[src/srsub_pkg.sv]
// Shared defaults for the ring-buffer sub-allocator and its checker.
package srsub_pkg;

    localparam int OFFSET_BITS_DEF = 20;
    localparam int QUEUE_DEPTH_DEF = 16;
    localparam int SERIAL_BITS_DEF = 32;

endpackage

[src/srsub_queue.sv]
// Request queue memory: one write port and one registered read port.
module srsub_queue #(
    parameter int OFFSET_BITS = srsub_pkg::OFFSET_BITS_DEF,
    parameter int QUEUE_DEPTH = srsub_pkg::QUEUE_DEPTH_DEF,
    parameter int SERIAL_BITS = srsub_pkg::SERIAL_BITS_DEF
) (
    input  logic                           clk,
    input  logic                           wr_en,
    input  logic [$clog2(QUEUE_DEPTH)-1:0] wr_addr,
    input  logic [SERIAL_BITS-1:0]         wr_serial,
    input  logic [OFFSET_BITS:0]           wr_end,
    input  logic [OFFSET_BITS:0]           wr_size,
    input  logic                           rd_en,
    input  logic [$clog2(QUEUE_DEPTH)-1:0] rd_addr,
    output logic [SERIAL_BITS-1:0]         rd_serial,
    output logic [OFFSET_BITS:0]           rd_end,
    output logic [OFFSET_BITS:0]           rd_size
);

    localparam int W       = OFFSET_BITS + 1;
    localparam int ENTRY_W = SERIAL_BITS + 2 * W;

    logic [ENTRY_W-1:0] mem [QUEUE_DEPTH];
    logic [ENTRY_W-1:0] rd_word_reg;

    always_ff @(posedge clk)
    begin
        if (wr_en)
        begin
            mem[wr_addr] <= {wr_serial, wr_end, wr_size};
        end
    end

    always_ff @(posedge clk)
    begin
        if (rd_en)
        begin
            rd_word_reg <= mem[rd_addr];
        end
    end

    assign rd_size   = rd_word_reg[W-1:0];
    assign rd_end    = rd_word_reg[2*W-1:W];
    assign rd_serial = rd_word_reg[ENTRY_W-1:2*W];

endmodule

[src/serial_ring_suballocator.sv]
// Ring-buffer sub-allocator with serial-tracked requests and in-order reclaim.
//
//   Channel   Handshake           Contents
//   s_*       s_tvalid/s_tready   tuser: action; tdata: alloc_size, pending, completed
//   m_*       m_tvalid/m_tready   tdata: ok, start_offset, used_size, queue_full, empty
//   cfg_*     cfg_wr_en           cfg_wr_data: buffer_size, taken at once
//
// An allocate beat settles the placement in the accept cycle; in ST_ALLOC, once the
// result register is free, it updates the counters and loads the result register.
// A tick may record the pending request in ST_TICK_REC, then retires requests in turn;
// each retirement is a read of the queue memory followed by a check on its registered data.
// Reset is asynchronous and takes effect at once; the queue memory needs no clearing.
// A stalled result register holds the block in its last step until the beat is taken.
module serial_ring_suballocator #(
    parameter int OFFSET_BITS = srsub_pkg::OFFSET_BITS_DEF,
    parameter int QUEUE_DEPTH = srsub_pkg::QUEUE_DEPTH_DEF,
    parameter int SERIAL_BITS = srsub_pkg::SERIAL_BITS_DEF
) (
    input  logic clk,
    input  logic rst_n,
    input  logic s_tvalid,
    output logic s_tready,
    // alloc_size, pending_serial, completed_serial (lowest first), zero padded
    input  logic [((OFFSET_BITS+1+2*SERIAL_BITS+7)/8)*8-1:0] s_tdata,
    // action: 0 allocate, 1 tick
    input  logic s_tuser,
    output logic m_tvalid,
    input  logic m_tready,
    // ok, start_offset, used_size, queue_full, inflight_empty (lowest first), zero padded
    output logic [((2*OFFSET_BITS+4+7)/8)*8-1:0] m_tdata,
    input  logic cfg_wr_en,
    input  logic [OFFSET_BITS:0] cfg_wr_data
);

    localparam int W       = OFFSET_BITS + 1;
    localparam int IDX_W   = $clog2(QUEUE_DEPTH);
    localparam int CNT_W   = $clog2(QUEUE_DEPTH + 1);
    localparam int OUT_W   = 2 * OFFSET_BITS + 4;
    localparam int OUT_PW  = ((OUT_W + 7) / 8) * 8;

    localparam logic [W-1:0]     CAP_MAX  = {1'b1, {OFFSET_BITS{1'b0}}};
    localparam logic [W+1:0]     SAT_MAX  = {2'b00, {W{1'b1}}};
    localparam logic [IDX_W-1:0] LAST_IDX = IDX_W'(QUEUE_DEPTH - 1);
    localparam logic [CNT_W-1:0] FULL_CNT = CNT_W'(QUEUE_DEPTH);

    localparam logic [2:0] ST_IDLE     = 3'd0;
    localparam logic [2:0] ST_ALLOC    = 3'd1;
    localparam logic [2:0] ST_TICK_REC = 3'd2;
    localparam logic [2:0] ST_TICK_RD  = 3'd3;
    localparam logic [2:0] ST_TICK_CHK = 3'd4;
    localparam logic [2:0] ST_TICK_OUT = 3'd5;

    localparam logic [1:0] PLACE_NONE = 2'd0;
    localparam logic [1:0] PLACE_END  = 2'd1;
    localparam logic [1:0] PLACE_WRAP = 2'd2;

    // Control state
    logic [2:0]       state_reg, state_next;
    logic [W-1:0]     cap_reg, cap_next;
    logic [W-1:0]     used_start_reg, used_start_next;
    logic [W-1:0]     used_end_reg, used_end_next;
    logic [W-1:0]     used_total_reg, used_total_next;
    logic [W-1:0]     open_reg, open_next;
    logic [IDX_W-1:0] head_reg, head_next;
    logic [IDX_W-1:0] q_tail_reg, q_tail_next;
    logic [CNT_W-1:0] count_reg, count_next;
    logic             m_tvalid_reg, m_tvalid_next;

    // Payload
    logic [W-1:0]           size_reg;
    logic [SERIAL_BITS-1:0] pend_reg;
    logic [SERIAL_BITS-1:0] comp_reg;
    logic [1:0]             place_reg;
    logic [W-1:0]           waste_reg;
    logic                   full_reg;
    logic [SERIAL_BITS-1:0] last_serial_reg;
    logic                   ok_out_reg;
    logic [OFFSET_BITS-1:0] start_out_reg;
    logic [W-1:0]           used_out_reg;
    logic                   full_out_reg;
    logic                   empty_out_reg;

    logic [W-1:0]           in_size;
    logic [W:0]             end_sum;
    logic                   fit_end, fit_gap, fit_wrap, split, refuse;
    logic [1:0]             place_calc;
    logic [W-1:0]           waste_calc;
    logic                   accept, out_free, out_load;
    logic [W+1:0]           total_sum, open_sum;
    logic [W-1:0]           wrap_add;
    logic                   rec_want, rec_full, rec_do;
    logic                   rd_en;
    logic [SERIAL_BITS-1:0] rd_serial;
    logic [W-1:0]           rd_end, rd_size;
    logic                   retire;
    logic                   load_ok;
    logic [OFFSET_BITS-1:0] load_start;
    logic                   load_full;

    assign in_size  = s_tdata[W-1:0];
    assign accept   = s_tvalid && s_tready;
    assign out_free = !m_tvalid_reg || m_tready;

    // Placement decision, taken in the accept cycle from the settled counters.
    always_comb
    begin
        end_sum  = {1'b0, used_end_reg} + {1'b0, in_size};
        fit_end  = end_sum <= {1'b0, cap_reg};
        fit_gap  = end_sum <= {1'b0, used_start_reg};
        fit_wrap = in_size <= used_start_reg;
        split    = used_start_reg > used_end_reg;
        refuse   = used_total_reg >= cap_reg;
        waste_calc = (used_end_reg < cap_reg) ? cap_reg - used_end_reg : '0;
        if (refuse)
        begin
            place_calc = PLACE_NONE;
        end
        else if (split)
        begin
            place_calc = fit_gap ? PLACE_END : PLACE_NONE;
        end
        else if (fit_end)
        begin
            place_calc = PLACE_END;
        end
        else if (fit_wrap)
        begin
            place_calc = PLACE_WRAP;
        end
        else
        begin
            place_calc = PLACE_NONE;
        end
    end

    // A wrap adds the wasted tail as well as the chunk.
    assign wrap_add  = (place_reg == PLACE_WRAP) ? waste_reg : '0;
    assign total_sum = {2'b00, used_total_reg} + {2'b00, wrap_add} + {2'b00, size_reg};
    assign open_sum  = {2'b00, open_reg} + {2'b00, wrap_add} + {2'b00, size_reg};

    assign rec_want = (open_reg != '0) && ((count_reg == '0) || (pend_reg > last_serial_reg));
    assign rec_full = rec_want && (count_reg == FULL_CNT);
    assign rec_do   = (state_reg == ST_TICK_REC) && rec_want && !rec_full;
    assign retire   = (state_reg == ST_TICK_CHK) && (rd_serial <= comp_reg);
    assign rd_en    = (state_reg == ST_TICK_RD) && (count_reg != '0);

    always_comb
    begin
        state_next      = state_reg;
        cap_next        = cap_reg;
        used_start_next = used_start_reg;
        used_end_next   = used_end_reg;
        used_total_next = used_total_reg;
        open_next       = open_reg;
        head_next       = head_reg;
        q_tail_next     = q_tail_reg;
        count_next      = count_reg;
        m_tvalid_next   = m_tvalid_reg && !m_tready;
        out_load        = 1'b0;
        load_ok         = 1'b1;
        load_start      = '0;
        load_full       = 1'b0;

        if (cfg_wr_en)
        begin
            cap_next = (cfg_wr_data > CAP_MAX) ? CAP_MAX : cfg_wr_data;
        end

        unique case (state_reg)
            ST_IDLE:
            begin
                if (accept)
                begin
                    state_next = s_tuser ? ST_TICK_REC : ST_ALLOC;
                end
            end
            ST_ALLOC:
            begin
                if (out_free)
                begin
                    out_load   = 1'b1;
                    load_ok    = place_reg != PLACE_NONE;
                    state_next = ST_IDLE;
                    if (place_reg != PLACE_NONE)
                    begin
                        used_total_next = (total_sum > SAT_MAX) ? {W{1'b1}} : total_sum[W-1:0];
                        open_next       = (open_sum > SAT_MAX) ? {W{1'b1}} : open_sum[W-1:0];
                    end
                    if (place_reg == PLACE_END)
                    begin
                        load_start    = used_end_reg[OFFSET_BITS-1:0];
                        used_end_next = used_end_reg + size_reg;
                    end
                    else if (place_reg == PLACE_WRAP)
                    begin
                        used_end_next = size_reg;
                    end
                end
            end
            ST_TICK_REC:
            begin
                if (rec_do)
                begin
                    q_tail_next = (q_tail_reg == LAST_IDX) ? '0 : q_tail_reg + 1'b1;
                    count_next  = count_reg + 1'b1;
                    open_next   = '0;
                end
                state_next = ST_TICK_RD;
            end
            ST_TICK_RD:
            begin
                state_next = (count_reg != '0) ? ST_TICK_CHK : ST_TICK_OUT;
            end
            ST_TICK_CHK:
            begin
                if (retire)
                begin
                    used_start_next = rd_end;
                    used_total_next = (used_total_reg > rd_size) ?
                                      used_total_reg - rd_size : '0;
                    head_next       = (head_reg == LAST_IDX) ? '0 : head_reg + 1'b1;
                    count_next      = count_reg - 1'b1;
                    state_next      = ST_TICK_RD;
                end
                else
                begin
                    state_next = ST_TICK_OUT;
                end
            end
            ST_TICK_OUT:
            begin
                if (out_free)
                begin
                    out_load   = 1'b1;
                    load_full  = full_reg;
                    state_next = ST_IDLE;
                end
            end
            default:
            begin
                state_next = ST_IDLE;
            end
        endcase

        if (out_load)
        begin
            m_tvalid_next = 1'b1;
        end
    end

    always_ff @(posedge clk or negedge rst_n)
    begin
        if (!rst_n)
        begin
            state_reg      <= ST_IDLE;
            cap_reg        <= CAP_MAX;
            used_start_reg <= '0;
            used_end_reg   <= '0;
            used_total_reg <= '0;
            open_reg       <= '0;
            head_reg       <= '0;
            q_tail_reg     <= '0;
            count_reg      <= '0;
            m_tvalid_reg   <= 1'b0;
        end
        else
        begin
            state_reg      <= state_next;
            cap_reg        <= cap_next;
            used_start_reg <= used_start_next;
            used_end_reg   <= used_end_next;
            used_total_reg <= used_total_next;
            open_reg       <= open_next;
            head_reg       <= head_next;
            q_tail_reg     <= q_tail_next;
            count_reg      <= count_next;
            m_tvalid_reg   <= m_tvalid_next;
        end
    end

    always_ff @(posedge clk)
    begin
        if (accept)
        begin
            size_reg  <= in_size;
            pend_reg  <= s_tdata[W +: SERIAL_BITS];
            comp_reg  <= s_tdata[W + SERIAL_BITS +: SERIAL_BITS];
            place_reg <= place_calc;
            waste_reg <= waste_calc;
        end
        if (state_reg == ST_TICK_REC)
        begin
            full_reg <= rec_full;
        end
        if (rec_do)
        begin
            last_serial_reg <= pend_reg;
        end
        if (out_load)
        begin
            ok_out_reg    <= load_ok;
            start_out_reg <= load_start;
            used_out_reg  <= used_total_next;
            full_out_reg  <= load_full;
            empty_out_reg <= count_reg == '0;
        end
    end

    srsub_queue #(
        .OFFSET_BITS (OFFSET_BITS),
        .QUEUE_DEPTH (QUEUE_DEPTH),
        .SERIAL_BITS (SERIAL_BITS)
    ) u_queue (
        .clk       (clk),
        .wr_en     (rec_do),
        .wr_addr   (q_tail_reg),
        .wr_serial (pend_reg),
        .wr_end    (used_end_reg),
        .wr_size   (open_reg),
        .rd_en     (rd_en),
        .rd_addr   (head_reg),
        .rd_serial (rd_serial),
        .rd_end    (rd_end),
        .rd_size   (rd_size)
    );

    assign s_tready = state_reg == ST_IDLE;
    assign m_tvalid = m_tvalid_reg;
    assign m_tdata  = {{(OUT_PW - OUT_W){1'b0}}, empty_out_reg, full_out_reg,
                       used_out_reg, start_out_reg, ok_out_reg};

endmodule

[config.mk]
export PLATFORM = sky130hd
export DESIGN_NAME = serial_ring_suballocator
export DESIGN_NICKNAME = d
export VERILOG_FILES = /design/src/srsub_pkg.sv /design/src/srsub_queue.sv /design/src/serial_ring_suballocator.sv
export SDC_FILE = /design/constraint.sdc
export NUM_CORES = 2
export LEC_CHECK = 0
export ABC_AREA = 1
export BUFFER_PORTS_ARGS = -buffer_cell sky130_fd_sc_hd__buf_2
export CELL_PAD_IN_SITES_DETAIL_PLACEMENT = 0
export CELL_PAD_IN_SITES_GLOBAL_PLACEMENT = 2
export CORE_UTILIZATION = 44
export DETAILED_ROUTE_END_ITERATION = 8
export PLACE_DENSITY_LB_ADDON = 0.1
export SYNTH_ARGS = -nofsm -noshare
export SYNTH_HDL_FRONTEND = slang
export SYNTH_SLANG_ARGS = --single-unit
[constraint.sdc]
create_clock -name clk -period 8.1 [get_ports clk]
set_input_delay 0.81 -clock clk [delete_from_list [all_inputs] [get_ports clk]]
set_output_delay 0.81 -clock clk [all_outputs]
set_load 0.01 [all_outputs]
==> key figures <==
Outcome
  – Status: complete, no violations

GRT
  – Largest net degree at the start of global routing: around 240
  – Initial antenna violation count: 2
  – GRT Total Usage: 25.15%
  – Vias in the first global route: 45,570
  – First-pass GRT wire length: 302.8 mm
  – Total grt overflow: 0

Synth
  – Async set or reset register ratio after synthesis: ~8%
  – Syn_area_per_cell: 11.99 sq um
  – Post-synthesis sequential area ratio: 65.15%
  – Netlist cell types: 60
  – Ys Warns: 0
  – Post-synth top area share: between 60% and 70%
  – Number of enable flip-flop cells after synthesis: ~1,400
  – Area leader, netlist: edfxtp_1
  – Post-synthesis cell area: 71,200 sq um
  – Post-synthesis register bit count: between 1,500 and 2,000
  – Most used flip-flop cell after synthesis: edfxtp_1
  – Synth area leaders: edfxtp_1 (61%), ha_1 (5.3%), nor2_1 (4.6%), dfrtp_1 (4.3%), nand2_1 (4.1%)
  – Mapped Cells: 5,939

Timing
  – Fmax: 171.2 MHz
  – Final worst path period share: between 70% and 80%
  – Final min period: 5.842 ns
  – Final TNS setup: 0 ns
  – Fin Clk Skew: approximately 0.034 ns
  – Final Slew Violations: 0
  – RSZ-0062 raised after global routing: false
  – Worst slew margin: 19.05%
  – Worst-margin pin slew: 1.214 ns
  – Hold slack: 0.1796 ns
  – Final worst slack: between 2 and 2.5 ns
  – Final setup fails: 0
  – Final hold vios: 0

Floorplan
  – Die width: between 400 and 500 um
  – Initial Utilization: 44.34%
  – Die area: 163,400 sq um
  – Height of the die: 404.3 um
  – Num rows: about 150
  – Core area: around 160,000 sq um
  – Num ports: 165

Drt
  – Via count: 46,540
  – Routed WL: just over 200 mm
  – Remaining DRCs: 0
  – Drt first-iter violations: 3,911
  – Post-DRT Antenna Nets: 0
  – Via/cell ratio: roughly 5.6
  – Post-detailed-route wirelength per cell: 24.49 um
  – DR pass1 iterations: 7

Cells and area
  – Final Util: between 40 and 50%
  – Nets@finish: 6,545
  – Final Cell Area: about 80,000 sq um
  – Filler cells: around 14,000
  – Register area: 46,400 sq um
  – Area grow syn2layout: 12.14%
  – Max reg flops: 1,184
  – Antenna cells: 0
  – Post-route insts no fill: approximately 8,400
  – Layout cell share with drive strength beyond 1: under 10%
  – Area of the multi-input gates: ~22,000 sq um

Power
  – P_leak: between 20 and 30 nW
  – Worst VDD drop: 0.3941 mV
  – Total design power: 31.25 mW
  – Pwr Density: 391.4 nW/um^2

Critical path
  – RR Startpoint: pend_reg[29]
  – Crit Path Category: reg2reg
  – Critical Path Source Type: register
  – R2r setup slk: 2.26 ns
  – Worst EP arrival: 6.26 ns
  – Worst R2R Path Depth: 14
  – Reg2reg end: u_queue.mem[8][27]
  – Worst path required time: approximately 8.5 ns
  – Crit Path Max Fanout: 56
  – Crit end category: register

Placed design
  – Routability cong.: 0.8674
  – Placed Cells: 8,068
  – Setup slack after placement: 2.081 ns
  – Placed Area: 74,500 sq um
  – IO buf count: 157
  – Hpwl dp: ~130 mm

Clocking
  – Clock buffer depth: 3
  – Sink Count: 1,565
  – Cts repair resizes: 0
  – Htree depth: 4
  – Clk_lat worst skew: 0.80 ns
  – CTS tree: built
  – CTS buffer count: roughly 170
  – Setup Fix Bufs, Post-CTS: 0
  – CTS root buf: clkbuf_16
  – Clk pin slew, worst setup/hold paths: 0.06 ns

Hold path
  – Min-Delay Endpoint: pend_reg[13]
  – Worst Hold Depth: 1
  – Hold Path Class: in2reg
  – Hold Crit Start: s_tdata[34]

Flow run
  – MaxCap Viol Count: 0
-- layout make-up --
type | count | area share, %
inverters | 377 | 1.793
well taps | 2160 | 3.385
multi-input cells | 3731 | 28.04
repair buffers | 236 | 1.989
flip-flops and latches | 1565 | 58.11
clock inverters | 82 | 0.9168
clock buffers | 223 | 5.761
-- synth_stat cells, types with 4 or more instances --
cell type / instances
dfrtp_1: 121
inv_2: 5
buf_1: 11
o221ai_1: 122
o32ai_1: 175
nand3_1: 260
o21ai_0: 474
o211ai_1: 37
a31oi_1: 5
nor2_1: 867
mux2i_1: 122
buf_2: 50
xor2_1: 58
buf_6: 6
nor3_2: 4
nand2_1: 771
fa_1: 49
ha_1: 303
inv_1: 372
clkbuf_1: 188
or2_2: 5
o22ai_1: 8
a211oi_1: 8
o21bai_1: 14
edfxtp_1: 1443
nor3_1: 26
buf_4: 13
o21ai_1: 15
a21o_1: 19
nor4_1: 21
a21oi_1: 229
xnor2_1: 36
nand3b_1: 4
nand4_1: 48
o21a_1: 10
-- how the worst max path moves through the flow --
| stage | to | slack, ns | start | cells after the start |
|---|---|---|---|---|
| floorplan | comp_reg[0] | 2.13 | state_reg[2] | 4 |
| global placement | u_queue.mem[8][37] | 2.18 | pend_reg[29] | 14 |
| detailed placement | u_queue.mem[8][37] | 2.08 | pend_reg[30] | 14 |
| CTS | u_queue.mem[8][27] | 2.08 | pend_reg[29] | 14 |
| global route | u_queue.mem[1][31] | 1.93 | pend_reg[29] | 14 |
| finish | u_queue.mem[8][27] | 2.26 | pend_reg[29] | 14 |
-- timing repair --
| action | 4_1_cts | 5_1_grt |
|---|---|---|
| hold buffers | 1 | 0 |
| endpoints found under the hold margin | 5 | 0 |
| setup endpoints to repair | 0 | 0 |
-- layer usage --
layer | global-route usage, % | wire [um] | up-vias
met3 | 3.339 | 9237 | 258
met5 | 0 | 0 | -
met2 | 41.09 | 98010 | 1134
met1 | 34.68 | 91510 | 23300
li1 | - | - | 21850
met4 | 8.287 | 6361 | 0
-- cell families (layout without fill, tap and decap cells) --
family          count (synthesis)  in the layout  share of synthesized area [%]
buf+inv                       646            918                          3.627
flops                        1565           1565                          65.15
xor+xnor                       94             94                          1.156
simple gates                 2029           2029                          11.72
compound gates               1130           1130                          9.921
other cells                     1              4                       0.005267
fa+ha+maj                     352            352                          6.703
mux                           122            122                          1.715
-- placed cells by master, fill, tap and decap left out, types with 10 or more instances in the layout --
master	netlist	routed
nor2_1	867	848
clkinv_2	0	26
nand2_1	771	771
o21ai_0	474	474
dfrtp_1	121	118
o21a_1	10	10
buf_12	0	16
ha_1	303	303
buf_4	13	62
o21bai_1	14	14
nor3_1	26	26
nor4_1	21	21
nor2_4	2	21
clkbuf_16	0	175
o211ai_1	37	37
a21oi_1	229	229
clkinv_1	0	29
o21ai_1	15	15
nand4_1	48	48
xor2_1	58	58
bufinv_16	0	11
mux2i_1	122	122
edfxtp_1	1443	1443
a21o_1	19	19
buf_2	50	156
o32ai_1	175	174
o221ai_1	122	122
xnor2_1	36	36
fa_1	49	49
inv_1	372	366
clkbuf_1	188	44
nand3_1	260	260
-- power breakdown --
part	leakage [nW]	switching, mW	internal, mW
Combinational	12.2	8.11	3.91
Sequential	14.6	1.30	10.4
Clock	2.60	3.15	4.34
-- critical path, cell delays in order (launching register included) --
cell      delay, ns
edfxtp_1       0.63
ha_1           0.42
nand2_1        0.05
nor2_1         0.16
nand4_1        0.26
nor2_1         0.33
nand2_1        0.15
nand2_1        0.08
nand2_1        0.21
nand2_1        0.15
nand3_1        0.27
inv_2          0.83
nand2_1        0.48
nor2_4         0.86
buf_12         0.48
No activity file was read; power rests on OpenSTA's default activity.
